### src/rtl/core/sacl_pkg.sv
// Shared constants, register codes and handshake structs of the speed limiter.
`default_nettype none

package sacl_pkg;

    // fixed point format of speeds, accelerations and curvature
    localparam int FRAC_BITS   = 16;
    localparam int PERIOD_BITS = 16;

    localparam int SPD_W  = 32;              // signed speeds and curvature
    localparam int LIM_W  = 31;              // unsigned limit registers
    localparam int PER_W  = PERIOD_BITS;     // tick period, Q0.16
    localparam int PROD_W = 64;              // shared multiplier product
    localparam int WIN_W  = SPD_W + 2;       // slew window, last +/- step

    // iterative divide / root unit
    localparam int DATA_W      = 64;
    localparam int DIV_W       = LIM_W + FRAC_BITS;   // dividend width
    localparam int DIV_SHIFT   = DATA_W - DIV_W;
    localparam int SQRT_STEPS  = DATA_W / 2;
    localparam int REM_W       = 36;
    localparam int ITER_MAX    = (DIV_W > SQRT_STEPS) ? DIV_W : SQRT_STEPS;
    localparam int CNT_W       = $clog2(ITER_MAX + 1);

    // quotient at or above this saturates the centripetal bound
    localparam logic [DATA_W-1:0] SAT_Q = DATA_W'(1) << (62 - FRAC_BITS);
    localparam logic [LIM_W-1:0]  LIM_MAX = {LIM_W{1'b1}};

    // configuration register indexes
    localparam int CFG_IDX_W = 3;
    localparam logic [CFG_IDX_W-1:0] REG_LIN_SPEED_MAX   = 3'd0;
    localparam logic [CFG_IDX_W-1:0] REG_ANG_SPEED_MAX   = 3'd1;
    localparam logic [CFG_IDX_W-1:0] REG_LIN_ACCEL_MAX   = 3'd2;
    localparam logic [CFG_IDX_W-1:0] REG_ANG_ACCEL_MAX   = 3'd3;
    localparam logic [CFG_IDX_W-1:0] REG_CENTRIPETAL_MAX = 3'd4;
    localparam logic [CFG_IDX_W-1:0] REG_TICK_PERIOD     = 3'd5;

    // operations of the iterative unit
    localparam logic OP_DIV  = 1'b0;
    localparam logic OP_SQRT = 1'b1;

    typedef struct packed {
        logic start;
        logic op;
    } iter_req_t;

    typedef struct packed {
        logic busy;
        logic done;
    } iter_rsp_t;

endpackage

`default_nettype wire

### src/rtl/core/sacl_iter.sv
// Shared shift-subtract unit: restoring divide and bitwise integer square root.
`default_nettype none

module sacl_iter
    import sacl_pkg::*;
(
    input  wire logic              clk,
    input  wire logic              rst_n,
    input  wire iter_req_t         req,
    input  wire logic [DATA_W-1:0] din,
    input  wire logic [SPD_W-1:0]  divisor,
    output iter_rsp_t              rsp,
    output logic [DATA_W-1:0]      result
);

    logic              busy_reg;
    logic              done_reg;
    logic [CNT_W-1:0]  cnt_reg;
    logic              op_reg;
    logic [REM_W-1:0]  acc_reg;
    logic [DATA_W-1:0] work_reg;
    logic [DATA_W-1:0] res_reg;
    logic [SPD_W-1:0]  div_reg;

    logic [REM_W-1:0]  cand;
    logic [REM_W-1:0]  trial;
    logic [REM_W:0]    diff;
    logic              ge;
    logic [DATA_W-1:0] work_shift;

    // one shared subtractor serves both operations
    always_comb
    begin
        if (op_reg == OP_DIV)
        begin
            cand       = {acc_reg[REM_W-2:0], work_reg[DATA_W-1]};
            trial      = {{(REM_W-SPD_W){1'b0}}, div_reg};
            work_shift = {work_reg[DATA_W-2:0], 1'b0};
        end
        else
        begin
            cand       = {acc_reg[REM_W-3:0], work_reg[DATA_W-1:DATA_W-2]};
            trial      = {res_reg[REM_W-3:0], 2'b01};
            work_shift = {work_reg[DATA_W-3:0], 2'b00};
        end
        diff = {1'b0, cand} - {1'b0, trial};
        ge   = ~diff[REM_W];
    end

    always_ff @(posedge clk or negedge rst_n)
    begin
        if (!rst_n)
        begin
            busy_reg <= 1'b0;
            done_reg <= 1'b0;
            cnt_reg  <= '0;
        end
        else if (req.start)
        begin
            busy_reg <= 1'b1;
            done_reg <= 1'b0;
            cnt_reg  <= (req.op == OP_DIV) ? CNT_W'(DIV_W) : CNT_W'(SQRT_STEPS);
        end
        else if (busy_reg)
        begin
            cnt_reg <= cnt_reg - CNT_W'(1);
            if (cnt_reg == CNT_W'(1))
            begin
                busy_reg <= 1'b0;
                done_reg <= 1'b1;
            end
        end
        else
        begin
            done_reg <= 1'b0;
        end
    end

    always_ff @(posedge clk)
    begin
        if (req.start)
        begin
            op_reg   <= req.op;
            acc_reg  <= '0;
            res_reg  <= '0;
            div_reg  <= divisor;
            work_reg <= (req.op == OP_DIV) ? (din << DIV_SHIFT) : din;
        end
        else if (busy_reg)
        begin
            acc_reg  <= ge ? diff[REM_W-1:0] : cand;
            res_reg  <= {res_reg[DATA_W-2:0], ge};
            work_reg <= work_shift;
        end
    end

    assign rsp.busy = busy_reg;
    assign rsp.done = done_reg;
    assign result   = res_reg;

endmodule

`default_nettype wire

### src/rtl/core/speed_accel_curvature_limiter.sv
// Top level of the speed, acceleration and centripetal limiter.
`default_nettype none

// Each transfer on the input channel is one control tick. A limit request
// (req_type 0) slews the linear and angular speed toward the request by at
// most accel * tick_period from the last result, clamps each to its maximum,
// and, when curve_limit_on is set and curvature is nonzero, clamps linear
// speed to sqrt(centripetal_max / |curvature|) and sets angular speed to
// curvature * |linear speed|, saturated to 32 bits. A preset request
// (req_type 1) loads the two input speeds into the stored state unchanged
// and returns them. All speeds are signed Q16.16. One item is in work at a
// time and in_ready is low until it finishes. A curve-limited tick runs the
// shared shift-subtract unit for 31 + FRAC_BITS divide steps followed by 32
// root steps, the root being skipped when the quotient saturates, plus the
// sequencer steps around it. The finished result sits in an output register,
// so the next item may enter while it waits; the block holds in its last
// step only if that register is still full and not being read. Configuration
// writes are always taken (cfg_ready high) and must come only while the
// block is idle; indexes beyond the register list are dropped.

module speed_accel_curvature_limiter
    import sacl_pkg::*;
(
    input  wire logic                    clk,
    input  wire logic                    rst_n,

    input  wire logic                    cfg_valid,
    output logic                         cfg_ready,
    input  wire logic [CFG_IDX_W-1:0]    cfg_index,
    input  wire logic [SPD_W-1:0]        cfg_data,

    input  wire logic                    in_valid,
    output logic                         in_ready,
    input  wire logic                    req_type,
    input  wire logic signed [SPD_W-1:0] lin_speed_in,
    input  wire logic signed [SPD_W-1:0] ang_speed_in,
    input  wire logic signed [SPD_W-1:0] curvature,
    input  wire logic                    curve_limit_on,

    output logic                         out_valid,
    input  wire logic                    out_ready,
    output logic signed [SPD_W-1:0]      lin_speed_out,
    output logic signed [SPD_W-1:0]      ang_speed_out
);

    // sequencer states
    localparam int ST_W = 4;
    localparam logic [ST_W-1:0] S_IDLE      = 4'd0;
    localparam logic [ST_W-1:0] S_MUL_L     = 4'd1;
    localparam logic [ST_W-1:0] S_SLEW_L    = 4'd2;
    localparam logic [ST_W-1:0] S_MUL_A     = 4'd3;
    localparam logic [ST_W-1:0] S_SLEW_A    = 4'd4;
    localparam logic [ST_W-1:0] S_DIV_GO    = 4'd5;
    localparam logic [ST_W-1:0] S_DIV_WAIT  = 4'd6;
    localparam logic [ST_W-1:0] S_SQRT_GO   = 4'd7;
    localparam logic [ST_W-1:0] S_SQRT_WAIT = 4'd8;
    localparam logic [ST_W-1:0] S_CLAMP     = 4'd9;
    localparam logic [ST_W-1:0] S_MUL_K     = 4'd10;
    localparam logic [ST_W-1:0] S_ANG       = 4'd11;
    localparam logic [ST_W-1:0] S_DONE      = 4'd12;

    localparam int BND_W = LIM_W + 2;

    // configuration registers
    logic [LIM_W-1:0] lin_speed_max_reg;
    logic [LIM_W-1:0] ang_speed_max_reg;
    logic [LIM_W-1:0] lin_accel_max_reg;
    logic [LIM_W-1:0] ang_accel_max_reg;
    logic [LIM_W-1:0] centripetal_max_reg;
    logic [PER_W-1:0] tick_period_reg;

    logic [ST_W-1:0] state_reg;
    logic [ST_W-1:0] state_next;

    // item being worked on
    logic signed [SPD_W-1:0] lin_in_reg;
    logic signed [SPD_W-1:0] ang_in_reg;
    logic signed [SPD_W-1:0] curv_reg;
    logic                    curve_on_reg;
    logic signed [SPD_W-1:0] v_reg;
    logic signed [SPD_W-1:0] w_reg;
    logic [LIM_W-1:0]        bound_reg;
    logic [LIM_W-1:0]        vmag_reg;
    logic [PROD_W-1:0]       prod_reg;

    // stored state and output register
    logic signed [SPD_W-1:0] last_lin_reg;
    logic signed [SPD_W-1:0] last_ang_reg;
    logic                    out_valid_reg;
    logic signed [SPD_W-1:0] lin_out_reg;
    logic signed [SPD_W-1:0] ang_out_reg;

    logic in_xfer;
    logic out_free;

    // shared multiplier
    logic [SPD_W-1:0] mul_a;
    logic [SPD_W-1:0] mul_b;
    logic [SPD_W-1:0] kmag;

    // slew and clamp datapath
    logic signed [SPD_W-1:0] sl_req;
    logic signed [SPD_W-1:0] sl_last;
    logic [LIM_W-1:0]        sl_vmax;
    logic signed [WIN_W-1:0] sl_req_w;
    logic signed [WIN_W-1:0] sl_lo;
    logic signed [WIN_W-1:0] sl_hi;
    logic signed [WIN_W-1:0] sl_vmax_w;
    logic signed [WIN_W-1:0] sl_win;
    logic signed [WIN_W-1:0] sl_res;
    logic signed [WIN_W-1:0] sl_step;

    // centripetal datapath
    logic signed [BND_W-1:0] v_w;
    logic signed [BND_W-1:0] bnd_w;
    logic signed [BND_W-1:0] v_clamp;
    logic [BND_W-1:0]        v_abs;
    logic [PROD_W-1:0]       prod_k;
    logic signed [SPD_W-1:0] w_curve;

    // iterative unit
    iter_req_t         iter_req;
    iter_rsp_t         iter_rsp;
    logic [DATA_W-1:0] iter_din;
    logic [DATA_W-1:0] iter_res;
    logic [DIV_W-1:0]  quot;
    logic              quot_sat;

    assign cfg_ready = 1'b1;
    assign in_ready  = (state_reg == S_IDLE);
    assign in_xfer   = in_valid && in_ready;
    assign out_free  = !out_valid_reg || out_ready;

    assign out_valid     = out_valid_reg;
    assign lin_speed_out = lin_out_reg;
    assign ang_speed_out = ang_out_reg;

    // |curvature|; the most negative value maps to 2^31 as unsigned
    assign kmag = curv_reg[SPD_W-1] ? (~curv_reg + SPD_W'(1)) : curv_reg;

    // ---------------------------------------------------------------
    // Configuration writes
    // ---------------------------------------------------------------
    always_ff @(posedge clk or negedge rst_n)
    begin
        if (!rst_n)
        begin
            lin_speed_max_reg   <= LIM_W'(65536);
            ang_speed_max_reg   <= LIM_W'(196608);
            lin_accel_max_reg   <= LIM_W'(65536);
            ang_accel_max_reg   <= LIM_W'(196608);
            centripetal_max_reg <= LIM_W'(65536);
            tick_period_reg     <= PER_W'(328);
        end
        else if (cfg_valid && cfg_ready)
        begin
            unique case (cfg_index)
                REG_LIN_SPEED_MAX:   lin_speed_max_reg   <= cfg_data[LIM_W-1:0];
                REG_ANG_SPEED_MAX:   ang_speed_max_reg   <= cfg_data[LIM_W-1:0];
                REG_LIN_ACCEL_MAX:   lin_accel_max_reg   <= cfg_data[LIM_W-1:0];
                REG_ANG_ACCEL_MAX:   ang_accel_max_reg   <= cfg_data[LIM_W-1:0];
                REG_CENTRIPETAL_MAX: centripetal_max_reg <= cfg_data[LIM_W-1:0];
                REG_TICK_PERIOD:     tick_period_reg     <= cfg_data[PER_W-1:0];
                default:             ;  // drop writes beyond the register list
            endcase
        end
    end

    // ---------------------------------------------------------------
    // Multiplier operand select: step sizes, then |curvature| * |v|
    // ---------------------------------------------------------------
    always_comb
    begin
        unique case (state_reg)
            S_MUL_L:
            begin
                mul_a = {1'b0, lin_accel_max_reg};
                mul_b = {{(SPD_W-PER_W){1'b0}}, tick_period_reg};
            end
            S_MUL_A:
            begin
                mul_a = {1'b0, ang_accel_max_reg};
                mul_b = {{(SPD_W-PER_W){1'b0}}, tick_period_reg};
            end
            S_MUL_K:
            begin
                mul_a = kmag;
                mul_b = {1'b0, vmag_reg};
            end
            default:
            begin
                mul_a = '0;
                mul_b = '0;
            end
        endcase
    end

    // ---------------------------------------------------------------
    // Slew window and speed clamp, shared by both speeds. The step is
    // the registered product shifted down by the period's fraction bits.
    // ---------------------------------------------------------------
    always_comb
    begin
        if (state_reg == S_SLEW_A)
        begin
            sl_req  = ang_in_reg;
            sl_last = last_ang_reg;
            sl_vmax = ang_speed_max_reg;
        end
        else
        begin
            sl_req  = lin_in_reg;
            sl_last = last_lin_reg;
            sl_vmax = lin_speed_max_reg;
        end

        sl_step   = $signed({3'b000, prod_reg[PER_W +: LIM_W]});
        sl_req_w  = WIN_W'(sl_req);
        sl_lo     = WIN_W'(sl_last) - sl_step;
        sl_hi     = WIN_W'(sl_last) + sl_step;
        sl_vmax_w = $signed({3'b000, sl_vmax});

        if (sl_req_w < sl_lo)
            sl_win = sl_lo;
        else if (sl_req_w > sl_hi)
            sl_win = sl_hi;
        else
            sl_win = sl_req_w;

        if (sl_win < -sl_vmax_w)
            sl_res = -sl_vmax_w;
        else if (sl_win > sl_vmax_w)
            sl_res = sl_vmax_w;
        else
            sl_res = sl_win;
    end

    // ---------------------------------------------------------------
    // Centripetal clamp and angular speed from curvature
    // ---------------------------------------------------------------
    always_comb
    begin
        v_w   = BND_W'(v_reg);
        bnd_w = $signed({2'b00, bound_reg});

        if (v_w < -bnd_w)
            v_clamp = -bnd_w;
        else if (v_w > bnd_w)
            v_clamp = bnd_w;
        else
            v_clamp = v_w;

        v_abs = v_clamp[BND_W-1] ? BND_W'(-v_clamp) : BND_W'(v_clamp);

        // truncate toward zero on the magnitude, then apply the sign
        prod_k = prod_reg >> FRAC_BITS;
        if (curv_reg[SPD_W-1])
        begin
            if (prod_k > PROD_W'(64'h8000_0000))
                w_curve = $signed({1'b1, {(SPD_W-1){1'b0}}});
            else
                w_curve = $signed(-prod_k[SPD_W-1:0]);
        end
        else
        begin
            if (prod_k > PROD_W'(64'h7FFF_FFFF))
                w_curve = $signed({1'b0, {(SPD_W-1){1'b1}}});
            else
                w_curve = $signed(prod_k[SPD_W-1:0]);
        end
    end

    // ---------------------------------------------------------------
    // Divide and root requests
    // ---------------------------------------------------------------
    assign quot     = iter_res[DIV_W-1:0];
    assign quot_sat = ({{(DATA_W-DIV_W){1'b0}}, quot} >= SAT_Q);

    always_comb
    begin
        iter_req.start = (state_reg == S_DIV_GO) || (state_reg == S_SQRT_GO);
        iter_req.op    = (state_reg == S_SQRT_GO) ? OP_SQRT : OP_DIV;
        if (state_reg == S_SQRT_GO)
            iter_din = {{(DATA_W-DIV_W){1'b0}}, quot} << FRAC_BITS;
        else
            iter_din = {{(DATA_W-DIV_W){1'b0}}, centripetal_max_reg,
                        {FRAC_BITS{1'b0}}};
    end

    sacl_iter u_iter
    (
        .clk     (clk),
        .rst_n   (rst_n),
        .req     (iter_req),
        .din     (iter_din),
        .divisor (kmag),
        .rsp     (iter_rsp),
        .result  (iter_res)
    );

    // ---------------------------------------------------------------
    // Sequencer
    // ---------------------------------------------------------------
    always_comb
    begin
        state_next = state_reg;
        unique case (state_reg)
            S_IDLE:
            begin
                if (in_xfer)
                    state_next = req_type ? S_DONE : S_MUL_L;
            end
            S_MUL_L:  state_next = S_SLEW_L;
            S_SLEW_L: state_next = S_MUL_A;
            S_MUL_A:  state_next = S_SLEW_A;
            S_SLEW_A:
            begin
                if (curve_on_reg && (curv_reg != '0))
                    state_next = S_DIV_GO;
                else
                    state_next = S_DONE;
            end
            S_DIV_GO: state_next = S_DIV_WAIT;
            S_DIV_WAIT:
            begin
                if (iter_rsp.done)
                    state_next = quot_sat ? S_CLAMP : S_SQRT_GO;
            end
            S_SQRT_GO: state_next = S_SQRT_WAIT;
            S_SQRT_WAIT:
            begin
                if (iter_rsp.done)
                    state_next = S_CLAMP;
            end
            S_CLAMP: state_next = S_MUL_K;
            S_MUL_K: state_next = S_ANG;
            S_ANG:   state_next = S_DONE;
            S_DONE:
            begin
                if (out_free)
                    state_next = S_IDLE;
            end
            default: state_next = S_IDLE;
        endcase
    end

    // control state, stored speeds and output handshake
    always_ff @(posedge clk or negedge rst_n)
    begin
        if (!rst_n)
        begin
            state_reg     <= S_IDLE;
            last_lin_reg  <= '0;
            last_ang_reg  <= '0;
            out_valid_reg <= 1'b0;
        end
        else
        begin
            state_reg <= state_next;
            if ((state_reg == S_DONE) && out_free)
            begin
                last_lin_reg  <= v_reg;
                last_ang_reg  <= w_reg;
                out_valid_reg <= 1'b1;
            end
            else if (out_ready)
            begin
                out_valid_reg <= 1'b0;
            end
        end
    end

    // working registers
    always_ff @(posedge clk)
    begin
        if (in_xfer)
        begin
            lin_in_reg   <= lin_speed_in;
            ang_in_reg   <= ang_speed_in;
            curv_reg     <= curvature;
            curve_on_reg <= curve_limit_on;
            // a preset passes the measured speeds straight through
            v_reg        <= lin_speed_in;
            w_reg        <= ang_speed_in;
        end

        if ((state_reg == S_MUL_L) || (state_reg == S_MUL_A) || (state_reg == S_MUL_K))
            prod_reg <= mul_a * mul_b;

        if (state_reg == S_SLEW_L)
            v_reg <= sl_res[SPD_W-1:0];
        if (state_reg == S_SLEW_A)
            w_reg <= sl_res[SPD_W-1:0];

        if ((state_reg == S_DIV_WAIT) && iter_rsp.done && quot_sat)
            bound_reg <= LIM_MAX;
        if ((state_reg == S_SQRT_WAIT) && iter_rsp.done)
            bound_reg <= iter_res[LIM_W-1:0];

        if (state_reg == S_CLAMP)
        begin
            v_reg    <= v_clamp[SPD_W-1:0];
            vmag_reg <= v_abs[LIM_W-1:0];
        end

        if (state_reg == S_ANG)
            w_reg <= w_curve;

        if ((state_reg == S_DONE) && out_free)
        begin
            lin_out_reg <= v_reg;
            ang_out_reg <= w_reg;
        end
    end

endmodule

`default_nettype wire

### config.mk
export PLATFORM = sky130hd
export DESIGN_NAME = speed_accel_curvature_limiter
export DESIGN_NICKNAME = d
export VERILOG_FILES = /design/src/rtl/core/sacl_pkg.sv /design/src/rtl/core/sacl_iter.sv /design/src/rtl/core/speed_accel_curvature_limiter.sv
export SDC_FILE = /design/constraint.sdc
export NUM_CORES = 2
export LEC_CHECK = 0
export BUFFER_PORTS_ARGS = -buffer_cell sky130_fd_sc_hd__clkbuf_2
export CAP_MARGIN = 20
export CORE_MARGIN = 2
export CORE_UTILIZATION = 60
export DETAILED_ROUTE_END_ITERATION = 8
export GPL_TIMING_DRIVEN = 0
export PLACE_DENSITY = 0.88
export SLEW_MARGIN = 15
export SYNTH_ARGS = -nofsm -noshare
export SYNTH_HDL_FRONTEND = slang
export SYNTH_SLANG_ARGS = --single-unit
### constraint.sdc
create_clock -name clk -period 14.6 [get_ports clk]
set_input_delay 2.19 -clock clk [delete_from_list [all_inputs] [get_ports clk]]
set_output_delay 2.19 -clock clk [all_outputs]
set_load 0.005 [all_outputs]
# Word-level counts from Yosys, hierarchy flattened
# Cells that the tools add are included.
classes:
  addsub: 9
  n_mul: 1
  magnitude_cmp: 9
  n_eq_ne: 23
  muxes: 52
  n_bitwise: 2
  reduce_logical: 27
op_table:
  columns: ["cell", "n"]
  rows:
  - ["$mux W32", 14]
  - ["$mux W64", 4]
  - ["$mux W31", 4]
  - ["$pmux W32 S3", 1]
  - ["$mux W36", 2]
  - ["$mux W34", 2]
  - ["$lt A32 B33 Y1", 2]
  - ["$mux W33", 2]
  - ["$mul A32 B32 Y64", 1]
  - ["$mux W63", 1]
  - ["$pmux W31 S2", 1]
  - ["$pmux W4 S13", 1]
  - ["$gt A48 B31 Y1 const B", 1]
  - ["$gt A48 B32 Y1 const B", 1]
  - ["$ge A47 B47 Y1 const B", 1]
  - ["$sub A36 B36 Y37", 1]
  - ["$mux W35", 1]
  - ["$gt A34 B32 Y1", 1]
  - ["$lt A34 B34 Y1", 1]
  - ["$neg A31 Y34", 1]
  - ["$add A32 B32 Y33", 1]
  - ["$gt A32 B33 Y1", 1]
  - ["$neg A31 Y33", 1]
  - ["$sub A32 B32 Y33", 1]
  - ["other kinds (32)", 76]
totals:
  regBits: 778
  in_bits: 138
  out_inout_bits: 67
  elab_cells: 152

# Logic depth before layout (Yosys ltp)
logic_depth:
  depth_word: 11
  ltp_mapped: 53
  ltp_nobuf: 39

# Cells and area by module
# From an unflattened synthesis, not the netlist that was laid out.
hier_totals:
  cells_unflattened: 8437
  area_unflattened_um2: 78666.7
modules_own_cells:
  columns: ["mod", "n_inst", "cells_each", "area_per_inst_um2", "seq_area_each_um2"]
  rows:
  - ["speed_accel_curvature_limiter", 1, 7260, 67050.6, 16077.9]
  - ["sacl_iter", 1, 1177, 11616.1, 5094.9]

# Least setup slack after synthesis
# No wires, ideal clock.
synth_timing:
  path_type: "reg2reg"
  from: "register state_reg[1]"
  to: "register v_reg[0] (data pin)"
  setup_ns: 0.261
  arrival_ns: 11.238
  t_required_ns: 14.339
  path_slack_ns: 3.101
  path_stages_with_launch: 48
  n_path_buf: 12
  cell_sequence: "dfrtp_1 buf_2 nor4b_2 buf_2 buf_1 clkbuf_1 clkbuf_1 buf_1 clkbuf_1 buf_1 nand2_1 nand2_1 inv_1 ha_1 fa_1 nand2b_1 a31oi_1 o41ai_1 [12 not listed] nand4_1 clkbuf_1 clkbuf_1 clkbuf_1 mux2i_1 ha_1 nor2b_1 o21a_1 o21a_1 o21ai_0 a21oi_1 a2111oi_0 o21a_1 a31oi_2 nor2_1 clkbuf_1 o21ai_0 a221o_1"
synth_via:
  elab_chain_len: 11
  word_cells_on_any_way: 19
  cone_classes: "add/sub (3); order compare (4); eq/ne (3); mux (9)"
synth_lines:
  columns: ["element", "line_no", "source"]
  rows:
  - ["start, declared", "speed_accel_curvature_limiter.sv:72", "logic [ST_W-1:0] state_reg;"]
  - ["start signal, assigned", "speed_accel_curvature_limiter.sv:359", "state_reg <= state_next;"]
  - ["$eq A4 B3 Y1", "speed_accel_curvature_limiter.sv:204", "if (state_reg == S_SLEW_A)"]
  - ["$mux W32", "speed_accel_curvature_limiter.sv:204", null]
  - ["$add A32 B32 Y33", "speed_accel_curvature_limiter.sv:220", "sl_hi = WIN_W'(sl_last) + sl_step;"]
  - ["$gt A32 B33 Y1", "speed_accel_curvature_limiter.sv:225", "else if (sl_req_w > sl_hi)"]
  - ["$mux W34", "speed_accel_curvature_limiter.sv:225", null]
  - ["$mux W34", "speed_accel_curvature_limiter.sv:223", "if (sl_req_w < sl_lo)"]
  - ["$gt A34 B32 Y1", "speed_accel_curvature_limiter.sv:232", "else if (sl_win > sl_vmax_w)"]
  - ["$mux W32", "speed_accel_curvature_limiter.sv:232", null]
  - ["$mux W32", "speed_accel_curvature_limiter.sv:230", "if (sl_win < -sl_vmax_w)"]
  - ["$mux W32", "speed_accel_curvature_limiter.sv:390", "if (state_reg == S_SLEW_L)"]
  - ["$mux W32 (*)", "speed_accel_curvature_limiter.sv:400", "if (state_reg == S_CLAMP)"]
  - ["end signal, assigned", "speed_accel_curvature_limiter.sv:383", "v_reg <= lin_speed_in;"]
  - ["end signal, assigned", "speed_accel_curvature_limiter.sv:391", "v_reg <= sl_res[SPD_W-1:0];"]
  - ["end signal, assigned", "speed_accel_curvature_limiter.sv:402", "v_reg <= v_clamp[SPD_W-1:0];"]
  - ["end, declared", "speed_accel_curvature_limiter.sv:80", "logic signed [SPD_W-1:0] v_reg;"]
# Every way passes the cells marked *; elsewhere a longest branch is shown, timed or not.
# A chain may end at the register's enable or synchronous reset.

# Worst setup path after layout
layout_timing:
  from: "register state_reg[2]"
  to: "register w_reg[30] (data pin)"
layout_via:
  elab_chain_len: 11
  word_cells_on_any_way: 18
  cone_classes: "add/sub (3); order compare (4); eq/ne (2); mux (9)"
layout_lines:
  columns: ["element", "line_no", "source"]
  rows:
  - ["$eq A4 B3 Y1", "speed_accel_curvature_limiter.sv:204, speed_accel_curvature_limiter.sv:392", null]
  - ["$mux W32", "speed_accel_curvature_limiter.sv:204", null]
  - ["$add A32 B32 Y33", "speed_accel_curvature_limiter.sv:220", null]
  - ["$gt A32 B33 Y1", "speed_accel_curvature_limiter.sv:225", null]
  - ["$mux W34", "speed_accel_curvature_limiter.sv:225", null]
  - ["$mux W34", "speed_accel_curvature_limiter.sv:223", null]
  - ["$gt A34 B32 Y1", "speed_accel_curvature_limiter.sv:232", null]
  - ["$mux W32", "speed_accel_curvature_limiter.sv:232", null]
  - ["$mux W32", "speed_accel_curvature_limiter.sv:230", null]
  - ["$mux W32", "speed_accel_curvature_limiter.sv:392", "if (state_reg == S_SLEW_A)"]
  - ["$mux W32 (*)", "speed_accel_curvature_limiter.sv:406", "if (state_reg == S_ANG)"]
  - ["end signal, assigned", "speed_accel_curvature_limiter.sv:384", "w_reg <= ang_speed_in;"]
  - ["end signal, assigned", "speed_accel_curvature_limiter.sv:393", "w_reg <= sl_res[SPD_W-1:0];"]
  - ["end signal, assigned", "speed_accel_curvature_limiter.sv:407", "w_reg <= w_curve;"]
  - ["end, declared", "speed_accel_curvature_limiter.sv:81", "logic signed [SPD_W-1:0] w_reg;"]
# Marked as above.

==> Implementation_results.wiki <==
{| class="wikitable"
! Metric !! Value
|-
| Result of the run || finished, final reports clean
|-
| Remaining antenna violation count after routing || 0
|-
| Share of layout cells above drive strength 1 || 9.539%
|-
| Number of hold-slack violations in the final timing report || 0
|-
| Sum of negative setup slack || 0 ps
|-
| Layout Nets || roughly 10000
|-
| First-pass DRT Iterations || 8
|-
| Avg Cell Area, Syn || 9.412 µm²
|-
| Register bit total from synthesis || between 700 and 800
|-
| Largest voltage drop on the vdd net || 87.61 µV
|-
| Final wirelength || ~330000 µm
|-
| Htree depth || 3
|-
| Post-detail-place hpwl || roughly 270000 µm
|-
| Setup repair after global routing missed its margin || no
|-
| Startpoint type of the worst setup path || flip-flop
|-
| Total global routing overflow || 0
|-
| Final worst path period need || 14420 ps
|-
| Period utilisation layout || a little over nine tenths
|-
| Area of the mapped netlist || 76680 µm²
|-
| Count of input and output buffers || 202
|-
| Dpl cell area || 80540 µm²
|-
| Maximum fanout along the worst path || 34
|-
| Maxcap violations || 0
|-
| Overall routing resource usage || 51.03%
|-
| Worst rel slew slack || 4.517%
|-
| Weighted congestion at the end of routability-driven global placement || 1.171
|-
| Antenna violations before repair || 25
|-
| DRT iter0 DRCs || 9629
|-
| Most used flip-flop cell after synthesis || sky130_fd_sc_hd__edfxtp_1
|-
| Root Driver || sky130_fd_sc_hd__clkbuf_16
|-
| Placeable Area || 127200 µm²
|-
| Power per unit of standard cell area || 61.00 nW/µm²
|-
| Number of enable flip-flop cells after synthesis || 416
|-
| Worst-case clock buffer depth || 3
|-
| Arrival time at the worst endpoint || 14940 ps
|-
| Worst clock skew || 97.87 ps
|-
| Average routed wire per standard cell || 32.60 µm
|-
| Synthesized netlist cell count || 8147
|-
| Pin count of the biggest net entering global routing || 99
|-
| Unique cell type count in the Yosys netlist || 103
|-
| Leading cell types by total area after synthesis || sky130_fd_sc_hd__fa_1 (23%), sky130_fd_sc_hd__edfxtp_1 (16%), sky130_fd_sc_hd__ha_1 (9.2%)
|-
| Mean number of vias per cell || roughly 6.6
|-
| First-pass GRT wire length || 472000 µm
|-
| Slowest stage delay, CP || about 600 ps
|-
| Type of the worst setup path || flip-flop to flip-flop
|-
| Sequential area share after synthesis || 26.54%
|-
| Critical path required time || between 15000 and 20000 ps
|-
| Pleak || 37.67 nW
|-
| Clock slew seen by the registers of the worst setup and hold paths || about 60 ps
|-
| Final setup violation count || 0
|-
| Cell type contributing the most total cell area after synthesis || sky130_fd_sc_hd__fa_1
|-
| End-of-flow core utilization || 65.74%
|-
| Total die area || 130700 µm²
|-
| # rows || 131
|-
| Vias in the first global route || around 68000
|-
| Final number of max-transition violations || 0
|-
| CTS tree || done
|-
| Final standard cell area without fillers || 83610 µm²
|-
| Least-Margin Pin Slew || 1432 ps
|-
| Layout fillers || 9999
|-
| Max Freq || 0.06935 GHz
|-
| Type of destination of the critical path || flip-flop
|-
| Initial cell density of the core || 60.29%
|-
| Vias post-DR || 67820
|-
| Proportion of netlist area held by the largest area contributor || 22.69%
|-
| Clock insertion delay at the later pin of the skew report || around 760 ps
|-
| Number of top-level design ports || 205
|-
| Number of sinks on the clock net || between 700 and 800
|-
| Total power || 0.005100 W
|-
| Master of the slowest instance on the critical path || sky130_fd_sc_hd__nor4_1
|-
| Net count of the mapped netlist || roughly 9700
|-
| TritonCTS buffer count || 81
|-
| Die Wd || ~360 µm
|-
| Residual DRC count || 0
|-
| Async set or reset register ratio after synthesis || 33.24%
|-
| Area growth from synthesis to final layout || 9.041%
|-
| Worst min path class || flip-flop to flip-flop
|-
| Warnings from Yosys || 0
|-
| Chip Height || 361.5 µm
|}
-- critical path: cells and delay by family, from the launching register on --
family | cells | cell delay, ps
DFF | 1 | 320
and+or+nand+nor | 10 | 2420
muxes | 1 | 570
xor gates and xnor gates | 1 | 350
adders and majority gates | 4 | 1190
AOI/OAI and AO/OA | 19 | 5380
buffers and inverters | 11 | 3830
-- cell usage in the layout (no fill, tap or decap), types with 209 or more instances in the layout --
cell type,instances
sky130_fd_sc_hd__nor2_1,675
sky130_fd_sc_hd__a21oi_1,286
sky130_fd_sc_hd__inv_1,1118
sky130_fd_sc_hd__mux2i_1,209
sky130_fd_sc_hd__dfrtp_1,238
sky130_fd_sc_hd__fa_1,869
sky130_fd_sc_hd__ha_1,563
sky130_fd_sc_hd__mux2_2,243
sky130_fd_sc_hd__clkbuf_1,321
sky130_fd_sc_hd__clkbuf_2,215
sky130_fd_sc_hd__nand2_1,1259
sky130_fd_sc_hd__edfxtp_1,416
-- cell type report --
class / count / area, µm² / share of cell area [%]
buffer: 397 / 1622 / 1.939
sequential: 746 / 20350 / 24.34
multi-input combinational: 5876 / 50660 / 60.59
inverter: 1123 / 4215 / 5.041
antenna: 24 / 60.06 / 0.07183
clock inverter: 34 / 435.4 / 0.5208
clock buffer: 117 / 2427 / 2.903
tap: 1662 / 2079 / 2.487
timing repair buffer: 261 / 1764 / 2.110
-- timing repair --
action | 4_1_cts | 5_1_grt
resized for setup | 13 | 17
setup endpoints to repair | 64 | 64
buffers inserted | 1 | 0
hold buffers | 0 | 0
pin swaps | 1 | 0
gates cloned | 0 | 0
-- power breakdown --
part           total (W)  internal (W)  switching [W]
clock network    0.00223       0.00123       0.000999
registers        0.00239       0.00232      0.0000728
logic           0.000473      0.000186       0.000287
-- cells by family (layout without fill, tap and decap cells) --
logic type,count (synthesis),count (layout),share of synthesized area (%)
flip-flops,746,746,26.54
multiplexers,456,456,6.362
other,1,25,0.004890
AND/OR/NAND/NOR,2577,2577,14.65
XOR/XNOR,233,233,2.679
buffers and inverters,1525,1932,7.594
adder cells (fa/ha/maj),1432,1432,31.87
AO/OA/AOI/OAI,1177,1177,10.30
-- synth_stat cells (80+ instances only) --
master	count
sky130_fd_sc_hd__nor2_1	678
sky130_fd_sc_hd__edfxtp_1	416
sky130_fd_sc_hd__inv_1	1118
sky130_fd_sc_hd__clkbuf_1	323
sky130_fd_sc_hd__dfxtp_1	82
sky130_fd_sc_hd__nor3_1	101
sky130_fd_sc_hd__ha_1	563
sky130_fd_sc_hd__a21oi_1	287
sky130_fd_sc_hd__a21o_1	95
sky130_fd_sc_hd__dfrtp_1	238
sky130_fd_sc_hd__o21ai_0	209
sky130_fd_sc_hd__mux2_2	243
sky130_fd_sc_hd__and2_1	82
sky130_fd_sc_hd__fa_1	869
sky130_fd_sc_hd__nand2_1	1261
sky130_fd_sc_hd__mux2i_1	211
sky130_fd_sc_hd__nand3_1	80
sky130_fd_sc_hd__xnor2_1	174
-- path summary, 6_finish.rpt --
| path | from | end | slack, ps | cells after the start |
|---|---|---|---|---|
| max reg2reg | state_reg[2] | w_reg[30] | 180 | 46 |
| min reg2reg | w_reg[21] | ang_speed_out[21] | 450 | 0 |
| max | state_reg[2] | w_reg[30] | 180 | 46 |
| min in group asynchronous | rst_n | last_lin_reg[29] | 1420 | 1 |
| min | w_reg[21] | ang_speed_out[21] | 450 | 0 |
| max in group asynchronous | rst_n | tick_period_reg[6] | 11740 | 3 |
-- stage by stage --
stage	hold WS [ps]	cells	setup WS (ps)
6_report	451.8	10240	180.1
5_1_grt	458.1	10220	30.28
4_1_cts	434.3	10210	85.22
3_5_place_dp	436.1	10060	-3866
3_3_place_gp	434.7	10010	-5023
2_1_floorplan	426.2	8147	3101
-- metal layers --
layer	vias to the layer above	wire length, µm	track usage (%)
met1	33120	112200	60.84
met3	1499	46780	17.89
met5	-	143	0
met4	22	36200	42.87
met2	5530	138500	74.09
li1	27660	-	-
Power figures use the tool's default switching activity.
